$ cat src/rtl/lh_pkg.sv
// ----------------------------------------------------------------------------
// lh_pkg: shared types and constants of the luma histogram
// Item and result layouts, the command passed from front to back, and the
// luma function used to pick a bin.
// ----------------------------------------------------------------------------
package lh_pkg;

  localparam int COUNT_WIDTH = 32;
  localparam int NUM_BINS    = 256;
  localparam int BIN_W       = $clog2(NUM_BINS);
  localparam int QDEPTH      = 4;
  localparam int QPTR_W      = $clog2(QDEPTH);
  localparam int QCNT_W      = $clog2(QDEPTH + 1);

  localparam logic [7:0] COEF_R = 8'd77;
  localparam logic [7:0] COEF_G = 8'd150;
  localparam logic [7:0] COEF_B = 8'd29;
  localparam logic [7:0] LUMA_MAX = 8'd255;

  typedef enum logic [1:0] {
    OP_ADD        = 2'd0,
    OP_READ       = 2'd1,
    OP_READ_CLEAR = 2'd2,
    OP_SPARE      = 2'd3
  } opcode_t;

  typedef enum logic [1:0] {
    CMD_INC,
    CMD_READ,
    CMD_CLEAR
  } cmd_kind_t;

  typedef struct packed {
    logic [1:0] opcode;
    logic [7:0] red;
    logic [7:0] green;
    logic [7:0] blue;
    logic [7:0] bin_index;
  } item_t;

  typedef struct packed {
    logic [7:0]  luma;
    logic [31:0] bin_count;
  } result_t;

  typedef struct packed {
    cmd_kind_t        kind;
    logic [BIN_W-1:0] addr;
  } cmd_t;

  // Weighted sum fits in 16 bits; the clamp only guards the top bin.
  function automatic logic [7:0] calc_luma(input logic [7:0] r, input logic [7:0] g,
                                           input logic [7:0] b);
    logic [15:0] sum;
    logic [7:0]  hi;
    sum = 16'(r) * 16'(COEF_R) + 16'(g) * 16'(COEF_G) + 16'(b) * 16'(COEF_B);
    hi  = sum[15:8];
    return (hi > LUMA_MAX) ? LUMA_MAX : hi;
  endfunction

endpackage

$ cat src/rtl/lh_front.sv
// ----------------------------------------------------------------------------
// lh_front: item intake and decode
// Takes one item per transfer, turns it into a bin command and hands it to
// the command queue, holding it while the queue is full.
// ----------------------------------------------------------------------------
module lh_front (
  input  logic          clk,
  input  logic          rst,
  input  logic          start,
  output logic          busy,
  input  lh_pkg::item_t item,
  output logic          push,
  output lh_pkg::cmd_t  cmd,
  input  logic          full
);
  import lh_pkg::*;

  logic  cmd_valid;
  cmd_t  cmd_next;
  logic  accept;

  assign busy   = cmd_valid && full;
  assign accept = start && !busy;
  assign push   = cmd_valid && !full;

  always_comb begin
    case (opcode_t'(item.opcode))
      OP_ADD: begin
        cmd_next.kind = CMD_INC;
        cmd_next.addr = calc_luma(item.red, item.green, item.blue);
      end
      OP_READ_CLEAR: begin
        cmd_next.kind = CMD_CLEAR;
        cmd_next.addr = item.bin_index;
      end
      default: begin
        // The spare opcode behaves as a plain read.
        cmd_next.kind = CMD_READ;
        cmd_next.addr = item.bin_index;
      end
    endcase
  end

  always_ff @(posedge clk) begin
    if (rst) begin
      cmd_valid <= 1'b0;
    end else if (accept) begin
      cmd_valid <= 1'b1;
    end else if (push) begin
      cmd_valid <= 1'b0;
    end
  end

  always_ff @(posedge clk) begin
    if (accept) begin
      cmd <= cmd_next;
    end
  end

endmodule

$ cat config.mk
export PLATFORM = sky130hd
export DESIGN_NAME = lh_front
export DESIGN_NICKNAME = d
export VERILOG_FILES = /design/src/rtl/lh_pkg.sv /design/src/rtl/lh_front.sv
export SDC_FILE = /design/constraint.sdc
export NUM_CORES = 1
export LEC_CHECK = 0
export ABC_AREA = 1
export CAP_MARGIN = 20
export CORE_MARGIN = 8
export CORE_UTILIZATION = 32
export DETAILED_ROUTE_END_ITERATION = 12
export DONT_BUFFER_PORTS = 1
export PLACE_DENSITY = 0.56
export REMOVE_ABC_BUFFERS = 1
export SLEW_MARGIN = 5
export SYNTH_ARGS = -nofsm -noshare
export SYNTH_HDL_FRONTEND = slang
export SYNTH_SLANG_ARGS = --single-unit
$ cat constraint.sdc
create_clock -name clk -period 19.45 [get_ports clk]
set_input_delay 3.89 -clock clk [delete_from_list [all_inputs] [get_ports clk]]
set_output_delay 3.89 -clock clk [all_outputs]
set_load 0.05 [all_outputs]
# Yosys cells after proc, flatten, opt, wreduce, memory -nomap -nowiden
# Cells that the tools add are included.
# Widths: inputs -> output; s select.
# word_totals
reg_bits	11
inputBits	38
out_inout_bits	12
elab_cells	21
# op_classes
add_sub_neg	2
n_mul	3
order_cmp	1
n_eq_ne	1
mux	4
n_reduce_logical	7
# op_table
operator	n
$mul 8x7->15 const B	2
$pmux 10 s2	1
$add 15x16->16	1
$add 16x13->16	1
$mul 8x5->13 const B	1
$gt 8x8->1 const B	1
$mux 8	1
$logic_and 1x1->1	3
$eq 2x2->1 const B	1
$logic_not 1->1	2
$logic_not 2->1	1
$mux 1	2
$reduce_bool 2->1	1

# Depth between registers and ports, before layout
# depth
ltp_word	6
mapped_depth	30
ltp_nobuf	30

# Worst setup path before layout
# No wires, ideal clock.
# synth_path
path_kind	input-to-reg
startpoint	in item[20] (netlist name)
endpoint	reg cmd[6] (netlist name) (data pin)
t_arrival_ps	9101
t_required_ps	19197
path_slack_ps	10096
cell_stages	25
n_path_buf	0
path_cell_list	ha_1 -> ha_1 -> inv_1 -> fa_1 -> fa_1 -> inv_1 -> ha_1 -> nand2_1 -> inv_1 -> a21oi_2 -> xnor2_1 -> ha_1 -> fa_1 -> inv_1 -> fa_1 -> fa_1 -> inv_1 -> ha_1 -> a21o_1 -> nor2_1 -> nor2_1 -> nor2_1 -> nand3b_1 -> nand3_1 -> nand2_1
# synth_lines
item	line_no	source
start: declaration	lh_front.sv:11	input lh_pkg::item_t item,
end signal: assignment	lh_front.sv:56	cmd <= cmd_next;
end: declaration	lh_front.sv:13	output lh_pkg::cmd_t cmd,

==> impl_metrics.env <==
export IMPL_status="completed"
export IMPL_routedWlPerCell_um=13.1
export IMPL_netlist_area_um2=3840
export IMPL_antenna_found_initial=0
export IMPL_cts_sinks=11
export IMPL_cts_tree="yes"
export IMPL_hold_violations=0
export IMPL_syn2layout_area_growth_pct=6.74
export IMPL_tightest_slew_ns=0.902
export IMPL_finalSetupTns_ns=0
export IMPL_num_nets_final=639
export IMPL_diodes=0
export IMPL_crit_buf_inv=5
export IMPL_grtUsageTotal_pct=10.9
export IMPL_synth_area_per_cell_um2=8.39
export IMPL_die_x_um=126
export IMPL_clock_skew_ns=0.00132
export IMPL_numPortBuffers=0
export IMPL_floorplan_initialDensity_pct=32.4
export IMPL_ys_seq_area_share_pct=8.34
export IMPL_use_met3_pct=1.70
export IMPL_grt_max_degree=11
export IMPL_busiest_layer="met2"
export IMPL_clock_latency_ns=0.24
export IMPL_yosysMostFrequentCell="inv_1"
export IMPL_use_met1_pct=11.8
export IMPL_use_met2_pct=21.6
export IMPL_synth_distinct_cells=28
export IMPL_maxCapViolations=0
export IMPL_yosysWarnings=0
export IMPL_crit_family="adder cells"
export IMPL_critPathLaunchType="primary input"
export IMPL_critPathKind="in -> reg"
export IMPL_slowest_delay_ns=0.54
export IMPL_r2r_cells=3
export IMPL_clk_transition_reported_paths_ns=0.04
export IMPL_hp_start="cmd_valid"
export IMPL_reg2reg_to="cmd[0]"
export IMPL_dpl_hpwl_um=7400
export IMPL_synth_top_cell_area_share_pct=28.7
export IMPL_ys_async_sr_fraction_pct=0
export IMPL_worstPathArrival_ns=9.36
export IMPL_wl_um=7980
export IMPL_yosysTopAreaCell="fa_1"
export IMPL_clock_fmax_mhz=107
export IMPL_die_y_um=126
export IMPL_ys_top_cells_by_count="inv_1 (117), ha_1 (84), nand2_1 (84)"
export IMPL_path_depth=25
export IMPL_cp_data_required_time_ns=19.44
export IMPL_period_needed_ns=9.37
export IMPL_crit_end="cmd[6]"
export IMPL_slew_violations=0
export IMPL_first_pass_iters=4
export IMPL_ys_top_cells_by_area="fa_1 (29%), ha_1 (27%), inv_1 (11%)"
export IMPL_root_buffer="clkbuf_16"
export IMPL_drc=0
export IMPL_crit_path_end_kind="register"
export IMPL_rr_startpoint="cmd_valid"
export IMPL_crit_path_top_delay_cell="fa_1"
export IMPL_postSynthCellCount=458
export IMPL_coreArea_um2=11900
export IMPL_routed_via_density=4.62
export IMPL_grt_first_pass_wirelength_um=14200
export IMPL_synth_edf_count=10
export IMPL_min_period_over_period_pct=48.2
export IMPL_grt_pass1_vias=3212
export IMPL_ys_flop_type="edfxtp_1"
export IMPL_gp_congestion=0.849
export IMPL_h_tree_depth=1
export IMPL_ant_nets=0
export IMPL_ctsResizeCount=0
export IMPL_io_pins=50
export IMPL_critPathLaunch="item[20]"
export IMPL_cts_hold_buf=0
export IMPL_die_area_um2=15800
export IMPL_hold_class="reg -> reg"
export IMPL_drt_first_iter_violations=36
export IMPL_slew_headroom_pct=39.7
export IMPL_num_vias=2809
export IMPL_post_cts_buffers=0
export IMPL_rsz0062_at_grt="false"
export IMPL_cts_buffers=3
export IMPL_final_layout_size_suffix_gt1_share_pct=3.90
export IMPL_setup_viol=0
export IMPL_clock_path_buffers=2
export IMPL_path_max_fanout=4
export IMPL_synth_seq_cells=11
export IMPL_grt_overflow=0
export IMPL_rows=40
export IMPL_reg2reg_setup_slack_ns=17.77
## worst min-delay path, delay by kind of cell (launching register included)
family | cells | cell delay, ns
flops | 1 | 0.30
simple gates | 1 | 0.07
compound gates | 1 | 0.06
## metrics by stage
| stage | util, % | hold WS (ns) | setup WS (ns) | cell area [um2] | instances |
|---|---|---|---|---|---|
| floorplan | - | 0.448 | 10.10 | 3840 | 457 |
| global placement | 33.9 | 0.455 | 9.91 | 4020 | 604 |
| CTS | 34.6 | 0.475 | 10.08 | 4100 | 608 |
| detailed placement | 33.9 | 0.470 | 9.84 | 4020 | 604 |
| finish | 34.6 | 0.472 | 10.08 | 4100 | 608 |
| global route | 34.6 | 0.509 | 9.72 | 4100 | 608 |
## layout by cell type (no fill, tap or decap), types with 4 or more instances in the layout
cell type | Yosys | final
nor2_1 | 22 | 22
a21o_1 | 4 | 4
nand2_2 | 4 | 4
a21oi_1 | 18 | 18
nand3_1 | 16 | 16
nand2_1 | 84 | 84
a21oi_2 | 6 | 6
xor2_1 | 5 | 5
ha_1 | 84 | 84
edfxtp_1 | 10 | 10
nand3b_1 | 4 | 4
nand4_1 | 4 | 4
xnor2_1 | 6 | 6
inv_1 | 117 | 117
fa_1 | 55 | 55
## cells by family (layout without fill, tap and decap cells)
kind of cell	after synthesis	in the layout	share of synthesized area [%]
simple gates	141	141	15.7
fa+ha+maj	139	139	56.0
buf+inv	120	123	11.7
compound gates	36	36	5.70
xor+xnor	11	11	2.51
flops	11	11	8.34
## metal layers
metal / vias up / routed length, um / share of wire, %
met1: 1337 / 3350 / 42
met5: - / 0 / 0
met3: 8 / 265 / 3.3
li1: 1432 / - / -
met2: 32 / 4280 / 54
met4: 0 / 89 / 1.1
## final cells by class
class	count	area (um2)
clock buffers	4	78.8
fillers	1248	7760
inverters	119	447
multi-input cells	327	3070
flip-flops and latches	11	320
well taps	147	184
## state kept, by name, indices dropped and copies added, names as in the netlist
signal and flops:
cmd_valid 1, cmd 10
## worst min path at each step
| stage | slack, ns | depth (start not counted) | endpoint |
|---|---|---|---|
| CTS | 0.47 | 2 | cmd_valid |
| finish | 0.47 | 2 | cmd_valid |
| detailed placement | 0.47 | 2 | cmd_valid |
| floorplan | 0.45 | 2 | cmd_valid |
| global route | 0.51 | 2 | cmd_valid |
| global placement | 0.46 | 2 | cmd_valid |
Power is not shown: default switching activity piles up to over one toggle a cycle in this logic, so the estimate is an artifact.
