[src/rtl/lh_pkg.sv]
// ----------------------------------------------------------------------------
// lh_pkg: shared types and constants of the luma histogram
// Item and result layouts, the command passed from front to back, and the
// luma function used to pick a bin.
// ----------------------------------------------------------------------------
package lh_pkg;

  localparam int COUNT_WIDTH = 32;
  localparam int NUM_BINS    = 256;
  localparam int BIN_W       = $clog2(NUM_BINS);
  localparam int QDEPTH      = 4;
  localparam int QPTR_W      = $clog2(QDEPTH);
  localparam int QCNT_W      = $clog2(QDEPTH + 1);

  localparam logic [7:0] COEF_R = 8'd77;
  localparam logic [7:0] COEF_G = 8'd150;
  localparam logic [7:0] COEF_B = 8'd29;
  localparam logic [7:0] LUMA_MAX = 8'd255;

  typedef enum logic [1:0] {
    OP_ADD        = 2'd0,
    OP_READ       = 2'd1,
    OP_READ_CLEAR = 2'd2,
    OP_SPARE      = 2'd3
  } opcode_t;

  typedef enum logic [1:0] {
    CMD_INC,
    CMD_READ,
    CMD_CLEAR
  } cmd_kind_t;

  typedef struct packed {
    logic [1:0] opcode;
    logic [7:0] red;
    logic [7:0] green;
    logic [7:0] blue;
    logic [7:0] bin_index;
  } item_t;

  typedef struct packed {
    logic [7:0]  luma;
    logic [31:0] bin_count;
  } result_t;

  typedef struct packed {
    cmd_kind_t        kind;
    logic [BIN_W-1:0] addr;
  } cmd_t;

  // Weighted sum fits in 16 bits; the clamp only guards the top bin.
  function automatic logic [7:0] calc_luma(input logic [7:0] r, input logic [7:0] g,
                                           input logic [7:0] b);
    logic [15:0] sum;
    logic [7:0]  hi;
    sum = 16'(r) * 16'(COEF_R) + 16'(g) * 16'(COEF_G) + 16'(b) * 16'(COEF_B);
    hi  = sum[15:8];
    return (hi > LUMA_MAX) ? LUMA_MAX : hi;
  endfunction

endpackage

[src/rtl/lh_fifo.sv]
// ----------------------------------------------------------------------------
// lh_fifo: command queue
// A short first-in first-out queue that decouples decode from the count
// store, so that each side can stall on its own.
// ----------------------------------------------------------------------------
module lh_fifo (
  input  logic         clk,
  input  logic         rst,
  input  logic         push,
  input  lh_pkg::cmd_t wr_cmd,
  output logic         full,
  input  logic         pop,
  output lh_pkg::cmd_t rd_cmd,
  output logic         empty
);
  import lh_pkg::*;

  cmd_t              slots [QDEPTH];
  logic [QPTR_W-1:0] wr_ptr;
  logic [QPTR_W-1:0] rd_ptr;
  logic [QCNT_W-1:0] count;

  assign full   = (count == QCNT_W'(QDEPTH));
  assign empty  = (count == '0);
  assign rd_cmd = slots[rd_ptr];

  always_ff @(posedge clk) begin
    if (rst) begin
      wr_ptr <= '0;
      rd_ptr <= '0;
      count  <= '0;
    end else begin
      if (push) begin
        wr_ptr <= wr_ptr + 1'b1;
      end
      if (pop) begin
        rd_ptr <= rd_ptr + 1'b1;
      end
      if (push && !pop) begin
        count <= count + 1'b1;
      end else if (pop && !push) begin
        count <= count - 1'b1;
      end
    end
  end

  always_ff @(posedge clk) begin
    if (push) begin
      slots[wr_ptr] <= wr_cmd;
    end
  end

  a_no_overflow: assert property (@(posedge clk) disable iff (rst) !(push && full))
    else $error("command queue written while full");

  a_no_underflow: assert property (@(posedge clk) disable iff (rst) !(pop && empty))
    else $error("command queue read while empty");

  a_count_up: assert property (@(posedge clk) disable iff (rst)
    (push && !pop) |=> (count == $past(count) + 1'b1))
    else $error("command queue count did not follow a write");

endmodule

[config.mk]
export PLATFORM = sky130hd
export DESIGN_NAME = lh_fifo
export DESIGN_NICKNAME = d
export VERILOG_FILES = /design/src/rtl/lh_pkg.sv /design/src/rtl/lh_fifo.sv
export SDC_FILE = /design/constraint.sdc
export NUM_CORES = 1
export LEC_CHECK = 0
export ABC_CLOCK_PERIOD_IN_PS = 2700
export BUFFER_PORTS_ARGS = -buffer_cell sky130_fd_sc_hd__buf_2
export CORE_ASPECT_RATIO = 0.75
export CORE_MARGIN = 2
export CORE_UTILIZATION = 33
export DETAILED_ROUTE_END_ITERATION = 8
export HOLD_SLACK_MARGIN = 0.03
export MAX_ROUTING_LAYER = met4
export PLACE_DENSITY = 0.6
export RECOVER_POWER = 50
export SYNTH_ARGS = -nofsm -noshare
export SYNTH_HDL_FRONTEND = slang
export SYNTH_SLANG_ARGS = --single-unit
[constraint.sdc]
create_clock -name clk -period 2.7 [get_ports clk]
set_clock_uncertainty 0.1 [all_clocks]
set_input_delay 0.27 -clock clk [delete_from_list [all_inputs] [get_ports clk]]
set_output_delay 0.27 -clock clk [all_outputs]
set_load 0.05 [all_outputs]
**Word level (Yosys, flattened, before mapping)**

Memory sizes are Yosys's and may differ from the RTL's. A register that Yosys moved wholly into a read port is not among the register bits.
Cells that the tools add are included.

- Register bits: 7
- Latch bits: 0
- Memory bits (writable): 40
- ROM bits: 0
- Input port bits: 14
- Output and inout bits: 12
- Memories: 1

Memory list:

| memory | depth | bits a word | rd ports | clocked after memory_dff | write ports | RTL line | source |
|---|---|---|---|---|---|---|---|
| slots | 4 | 10 | 1 | 1 | 1 | lh_fifo.sv:18 | `cmd_t slots [QDEPTH];` |

- $add $sub $neg: 4
- $mul: 0
- Div/mod/pow operators: 0
- Magnitude comparators: 0
- Equal/unequal tests: 1
- Shift-type cells: 0
- Mux-type cells: 6
- Bitwise logic cells: 0
- Reduce and logical (&&, ||, !) cells: 6

Operators with widths:

| kind | number |
|---|---|
| $mux 3 | 2 |
| $add 2x1->2 const B | 2 |
| $mux 2 | 2 |
| $add 3x1->3 const B | 1 |
| $eq 3x3->1 const B | 1 |
| $logic_not 3->1 | 1 |
| $sub 3x1->3 const B | 1 |
| $logic_and 1x1->1 | 2 |
| $logic_not 1->1 | 2 |
| $mux 1 | 2 |
| $reduce_bool 2->1 | 1 |

**Longest topological paths before layout**

Gate-level depths: netlist of the first run.

- Depth in word-level cells: 4
- Depth in mapped cells: 7
- Mapped depth without buffers: 7

**Worst setup path before layout of the first run**

No wires, ideal clock.

- Kind: flip-flop to output port
- Start point: register count[1]
- End point: output full
- Data arrival time: 1.502 ns
- Slack: 0.828 ns
- Stages on the path, launching flop included: 2
- Path through: dfxtp_1 > nor3b_1

- Longest elaborated chain between the ends: 1

RTL lines:

| element | RTL line | source |
|---|---|---|
| start, declared | lh_fifo.sv:21 | `logic [QCNT_W-1:0] count;` |
| start signal, assigned | lh_fifo.sv:40 | `count <= count + 1'b1;` |
| start signal, assigned | lh_fifo.sv:42 | `count <= count - 1'b1;` |
| $eq 3x3->1 | lh_fifo.sv:23 | `assign full = (count == QCNT_W'(QDEPTH));` |
| end, declared | lh_fifo.sv:11 | `output logic full,` |

No other way between the ends.

==> results of run 1 <==
-- power by group through the flow --
| stage | Clock [mW] | Combinational, mW | Sequential [mW] |
|---|---|---|---|
| floorplan | 0 | 0.219 | 0.896 |
| global placement | 0 | 0.260 | 0.911 |
| detailed placement | 0 | 0.266 | 0.916 |
| CTS | 0.515 | 0.267 | 0.899 |
| global route | 0.543 | 0.279 | 0.904 |
| finish | 0.504 | 0.260 | 0.897 |
-- critical path, cell delays in order, from the launching register on --
cell and delay [ns]:
sky130_fd_sc_hd__dfxtp_1 0.77, sky130_fd_sc_hd__mux4_2 0.60, sky130_fd_sc_hd__buf_2 0.23
-- path summary, 6_finish.rpt --
path / start / to / slack [ns] / cells after the start
worst max-delay path: flop / rd_cmd[2] / 0.43 / 2
worst min-delay path: wr_cmd[9] / slots[2][9] / 0.13 / 1
worst max register to register: wr_ptr[0] / slots[3][8] / 1.06 / 2
worst min register to register: count[2] / count[2] / 0.43 / 2
-- cell usage after synthesis --
| cell type | count |
|---|---|
| sky130_fd_sc_hd__nand2_1 | 1 |
| sky130_fd_sc_hd__edfxtp_1 | 40 |
| sky130_fd_sc_hd__xor2_1 | 3 |
| sky130_fd_sc_hd__and2_1 | 4 |
| sky130_fd_sc_hd__dfxtp_1 | 9 |
| sky130_fd_sc_hd__a21oi_1 | 1 |
| sky130_fd_sc_hd__fa_1 | 1 |
| sky130_fd_sc_hd__mux4_2 | 10 |
| sky130_fd_sc_hd__mux2i_1 | 2 |
| sky130_fd_sc_hd__nor3b_1 | 1 |
| sky130_fd_sc_hd__clkbuf_2 | 1 |
| sky130_fd_sc_hd__inv_1 | 4 |
| sky130_fd_sc_hd__clkbuf_1 | 1 |
| sky130_fd_sc_hd__or3_1 | 1 |
| sky130_fd_sc_hd__nor2_1 | 7 |
| sky130_fd_sc_hd__xnor2_1 | 2 |
| sky130_fd_sc_hd__nor3_1 | 1 |
| sky130_fd_sc_hd__o21ai_0 | 1 |
| sky130_fd_sc_hd__ha_1 | 5 |
| sky130_fd_sc_hd__buf_6 | 1 |
-- layout make-up --
type | instances | area, sq um | area share
clock buffer | 5 | 68.8 | 0.0318
clock inverter | 3 | 41.3 | 0.0191
multi-input combinational | 40 | 455 | 0.210
inverter | 4 | 15.0 | 0.00693
tap | 75 | 93.8 | 0.0433
sequential | 49 | 1380 | 0.637
timing repair buffer | 25 | 111 | 0.0514
-- sequential cells by signal (all words and copies together) (netlist names), named ones only --
register  count
rd_ptr        2
slots        40
wr_ptr        2
count         3
-- cells by family (layout without fill, tap and decap cells) --
kind of cell | Yosys count | in the layout | synth area share
simple gates | 15 | 15 | 0.0394
fa+ha+maj | 6 | 6 | 0.0441
xor+xnor | 5 | 5 | 0.0234
flops | 49 | 49 | 0.738
compound gates | 2 | 2 | 0.00534
buf+inv | 7 | 37 | 0.0187
mux | 12 | 12 | 0.131
-- routing by layer --
| layer | track usage | up-vias |
|---|---|---|
| met3 | 0.0424 | 2 |
| met2 | 0.161 | 20 |
| met4 | 0.0404 | 0 |
| li1 | - | 417 |
| met5 | - | - |
| met1 | 0.132 | 447 |
-- cell usage in the layout (no fill, tap or decap), drive strengths merged --
cell and count:
mux2i 2, mux4 10, ha 5, buf 14
xnor2 2, inv 4, edfxtp 40, nor3b 1
a21oi 1, fa 1, xor2 3, o21ai 1
nand2 1, or3 1, clkinvlp 1, clkbuf 16
and2 4, nor3 1, dfxtp 9, clkinv 1
nor2 7, bufinv 1
==> qor.yml, run 1 <==
hold_viol: 0
tritoncts.num_buffers: 5
hp-class: "primary input to flop"
post_cts_buffers: 0
place.detailed.hpwl_mm: 2.05
placed_area_sq_um: 2070
route.detailed.vias_per_inst: 4.41
floorplan.die_area_sq_um: 6300
detailroute.via_count: 886
vdd.ir_drop.worst_uv: 320
place.gp.congestion: 0.657
finish.utilization: 0.401
wire_length_of_the_first_global_routing_pass_mm: 4.95
worstPathArrival_ns: 1.90
worstSetupPathType: "flop to primary output"
run_status: "completed"
clkPwrFrac: 0.303
netlist_area_sq_um: 1870
synth-seq-cells: 49
rows: 23
cts_num_sinks: 49
area.growth.synth_to_final_pct: 15.8
synth_area_leader: "sky130_fd_sc_hd__edfxtp_1"
tritoncts: "done"
antenna_cells: 0
grt_start_max_net_pins: 16
globalRouteOverflowTotal: 0
highest-signal-layer: "met4"
antenna_left: 0
synth-seq-area-share: 0.738
postSynthCellCount: 96
switching_share: 0.265
worst_slack_ns: 0.434
least_margin_pin_slew_ns: 0.756
finalSetupTns_ns: 0
rsz0062_at_grt: "no"
slew_viol_final: 0
initialDrtViolationCount: 58
die_height_um: 69.2
number_of_remaining_drc_errors: 0
power-per-cell-area_nw_per_um2: 767
ioPinCount: 26
synth.top_cell.area_share: 0.642
clk_latency_ns: 0.29
avgRoutedWirePerCell_um: 14.6
antenna_found_initial: 0
drt_pass1_iterations: 4
worst-endpoint-required_ns: 2.33
crit_path_start_kind: "flop"
hold_slack_ns: 0.134
htreeDepth: 2
holdBufCountCts: 0
avgSynthCellArea_sq_um: 19.5
setup_violations: 0
maxClockFrequency_mhz: 441
vias_in_the_first_global_route: 994
sort_of_element_at_the_end_of_the_critical_path: "primary output"
synthesis.nets: 116
detail_route.wirelength_mm: 2.93
power.share.sequential: 0.540
yosysUniqueCellTypes: 20
layout.cells.non_filler: 201
initial_core_util: 0.346
max_capacitance_violation_count: 0
route.met3.wl_um: 141
place_ws_ns: 0.715
cts_root_buf: "sky130_fd_sc_hd__clkbuf_8"
static-leakage-power_nw: 0.739
power.combinational.fraction: 0.157
met2RoutedLength_mm: 1.47
die_x_um: 91.0
worstPathMaxFanout: 10
ctsResizeCount: 0
clk_transition_reported_paths_ns: 0.08
dpl.cell_count: 193
max-slew-margin-rel: 0.496
layout-drive-gt1-share: 0.246
synthesis.yosys.warnings: 0
internal_power_mw: 1.22
place.port_buffers: 25
core_area_sq_um: 5410
cts-root-to-sink-buffers: 2
total_power_mw: 1.66
fin_crit_sh: 0.839
reported_net_switching_power_uw: 441
postLayoutCellArea_sq_um: 2170
fillCellCount: 529
netlist_top_cells_area: "sky130_fd_sc_hd__edfxtp_1 64%, sky130_fd_sc_hd__mux4_2 12%, sky130_fd_sc_hd__dfxtp_1 9.6%"
fin_crit_ns: 2.27
fin_nets: 145
track_usage: 0.107
route.layer.met1.wl_mm: 1.29
No activity file was read; power rests on OpenSTA's default activity.
==> inputs of run 2 (changes only) <==
Settings changed: ABC_CLOCK_PERIOD_IN_PS 2700 to 2000, PLACE_DENSITY 0.6 to 0.62.
Clock period 2.7 ns to 2 ns, I/O delays scaled along.
==> qor.yml, run 2 (synthesis results as in run 1) <==
sort_of_element_at_the_end_of_the_critical_path: "primary output"
htreeDepth: 2
hold_start: "rst"
place.gp.congestion: 0.748
slew_viol_final: 0
vias_in_the_first_global_route: 1041
antenna_cells: 0
flop_to_flop_setup_slack_ns: 0.37
initialDrtViolationCount: 47
die_x_um: 91.0
rows: 23
critPathBufInv: 2
worst_r2r_endpoint: "count[2]"
hp-class: "primary input to flop"
largest_register_ff_count: 40
die_height_um: 69.2
ctsResizeCount: 0
crit_path_start_kind: "flop"
place.port_buffers: 25
power-per-cell-area_nw_per_um2: 945
least_margin_pin_slew_ns: 0.592
cells_along_the_critical_path: "buf_4 > mux4_2 > buf_2"
detail_route.wirelength_mm: 2.91
cp_top_family: "multiplexers"
antenna_left: 0
finalSetupTns_ns: 0
static-leakage-power_nw: 0.777
tritoncts.num_buffers: 5
route.detailed.vias_per_inst: 4.43
worstRegToRegCells: 4
largest_registers: "slots: 40 flops, count: 3 flops"
ioPinCount: 26
worst-endpoint-required_ns: 1.70
critPathSlowestCell: "sky130_fd_sc_hd__mux4_2"
rsz0062_at_grt: "no"
tritoncts: "done"
hold_viol: 0
track_usage: 0.108
max-slew-margin-rel: 0.607
antenna_found_initial: 0
hold_slack_ns: 0.0746
initial_core_util: 0.346
max_capacitance_violation_count: 0
crit_path_max_incr_delay_ns: 0.54
vdd.ir_drop.worst_uv: 481
floorplan.die_area_sq_um: 6300
number_of_remaining_drc_errors: 0
avgRoutedWirePerCell_um: 13.7
worstPathMaxFanout: 10
cts-root-to-sink-buffers: 2
globalRouteOverflowTotal: 0
run_status: "completed"
wire_length_of_the_first_global_routing_pass_mm: 5.01
worstSetupPathType: "flop to primary output"
clk_latency_ns: 0.29
grt_start_max_net_pins: 16
layout_common_cells: "40 x sky130_fd_sc_hd__edfxtp_1, 13 x sky130_fd_sc_hd__buf_2, 12 x sky130_fd_sc_hd__clkbuf_1"
cts_root_buf: "sky130_fd_sc_hd__clkbuf_8"
finish.utilization: 0.416
area.growth.synth_to_final_pct: 20.2
register_with_the_most_flip_flops: "slots"
detailroute.via_count: 939
fin_nets: 156
holdBufCountCts: 10
core_area_sq_um: 5410
maxClockFrequency_mhz: 525
layout-drive-gt1-share: 0.226
r2r_start: "count[0]"
fin_crit_sh: 0.952
drt_pass1_iterations: 4
cts_num_sinks: 49
place.detailed.hpwl_mm: 1.98
worstPathArrival_ns: 1.60
fin_crit_ns: 1.90
clk_transition_reported_paths_ns: 0.08
setup_violations: 0
final_common_cell: "sky130_fd_sc_hd__edfxtp_1"
whs_path_depth: 2
post_cts_buffers: 0
## run 2: stage by stage
step                power, mW  instance area (sq um)  cells  worst slack (ns)
floorplan                1.50                   1870     96             0.198
global route             2.23                   2250    212            0.0117
finish                   2.13                   2250    212            0.0969
CTS                      2.15                   2260    212            0.0638
global placement         1.59                   2080    194             0.294
detailed placement       1.60                   2080    194             0.157
## run 2: per-layer routing
metal | wire (um) | part of all wire | vias up | GRT usage
met5 | 0 | 0 | - | -
met4 | 25 | 0.0086 | 0 | 0.0303
met3 | 131 | 0.045 | 3 | 0.0348
met2 | 1440 | 0.49 | 24 | 0.176
met1 | 1320 | 0.45 | 469 | 0.130
li1 | - | - | 443 | -
## run 2: worst max-delay path by stage
| stage | startpoint | cells past startpoint | endpoint | slack (ns) |
|---|---|---|---|---|
| finish | flop | 3 | rd_cmd[9] | 0.1 |
| CTS | flop | 3 | rd_cmd[8] | 0.06 |
| detailed placement | push | 7 | count[2] | 0.16 |
| global placement | push | 7 | count[2] | 0.29 |
| global route | flop | 3 | rd_cmd[8] | 0.01 |
| floorplan | count[1] | 1 | full | 0.20 |
## run 2: final cells by class
class	count	area (sq um)
Clock buffer	5	68.8
Clock inverter	3	17.5
Fill cell	509	3160
Inverter	4	15.0
Multi-Input combinational cell	40	455
Sequential cell	49	1380
Tap cell	75	93.8
Timing Repair Buffer	36	218
## run 2: power by group
part	switching, mW	internal (mW)
Sequential	0.0340	1.16
Combinational	0.254	0.129
Clock	0.304	0.242
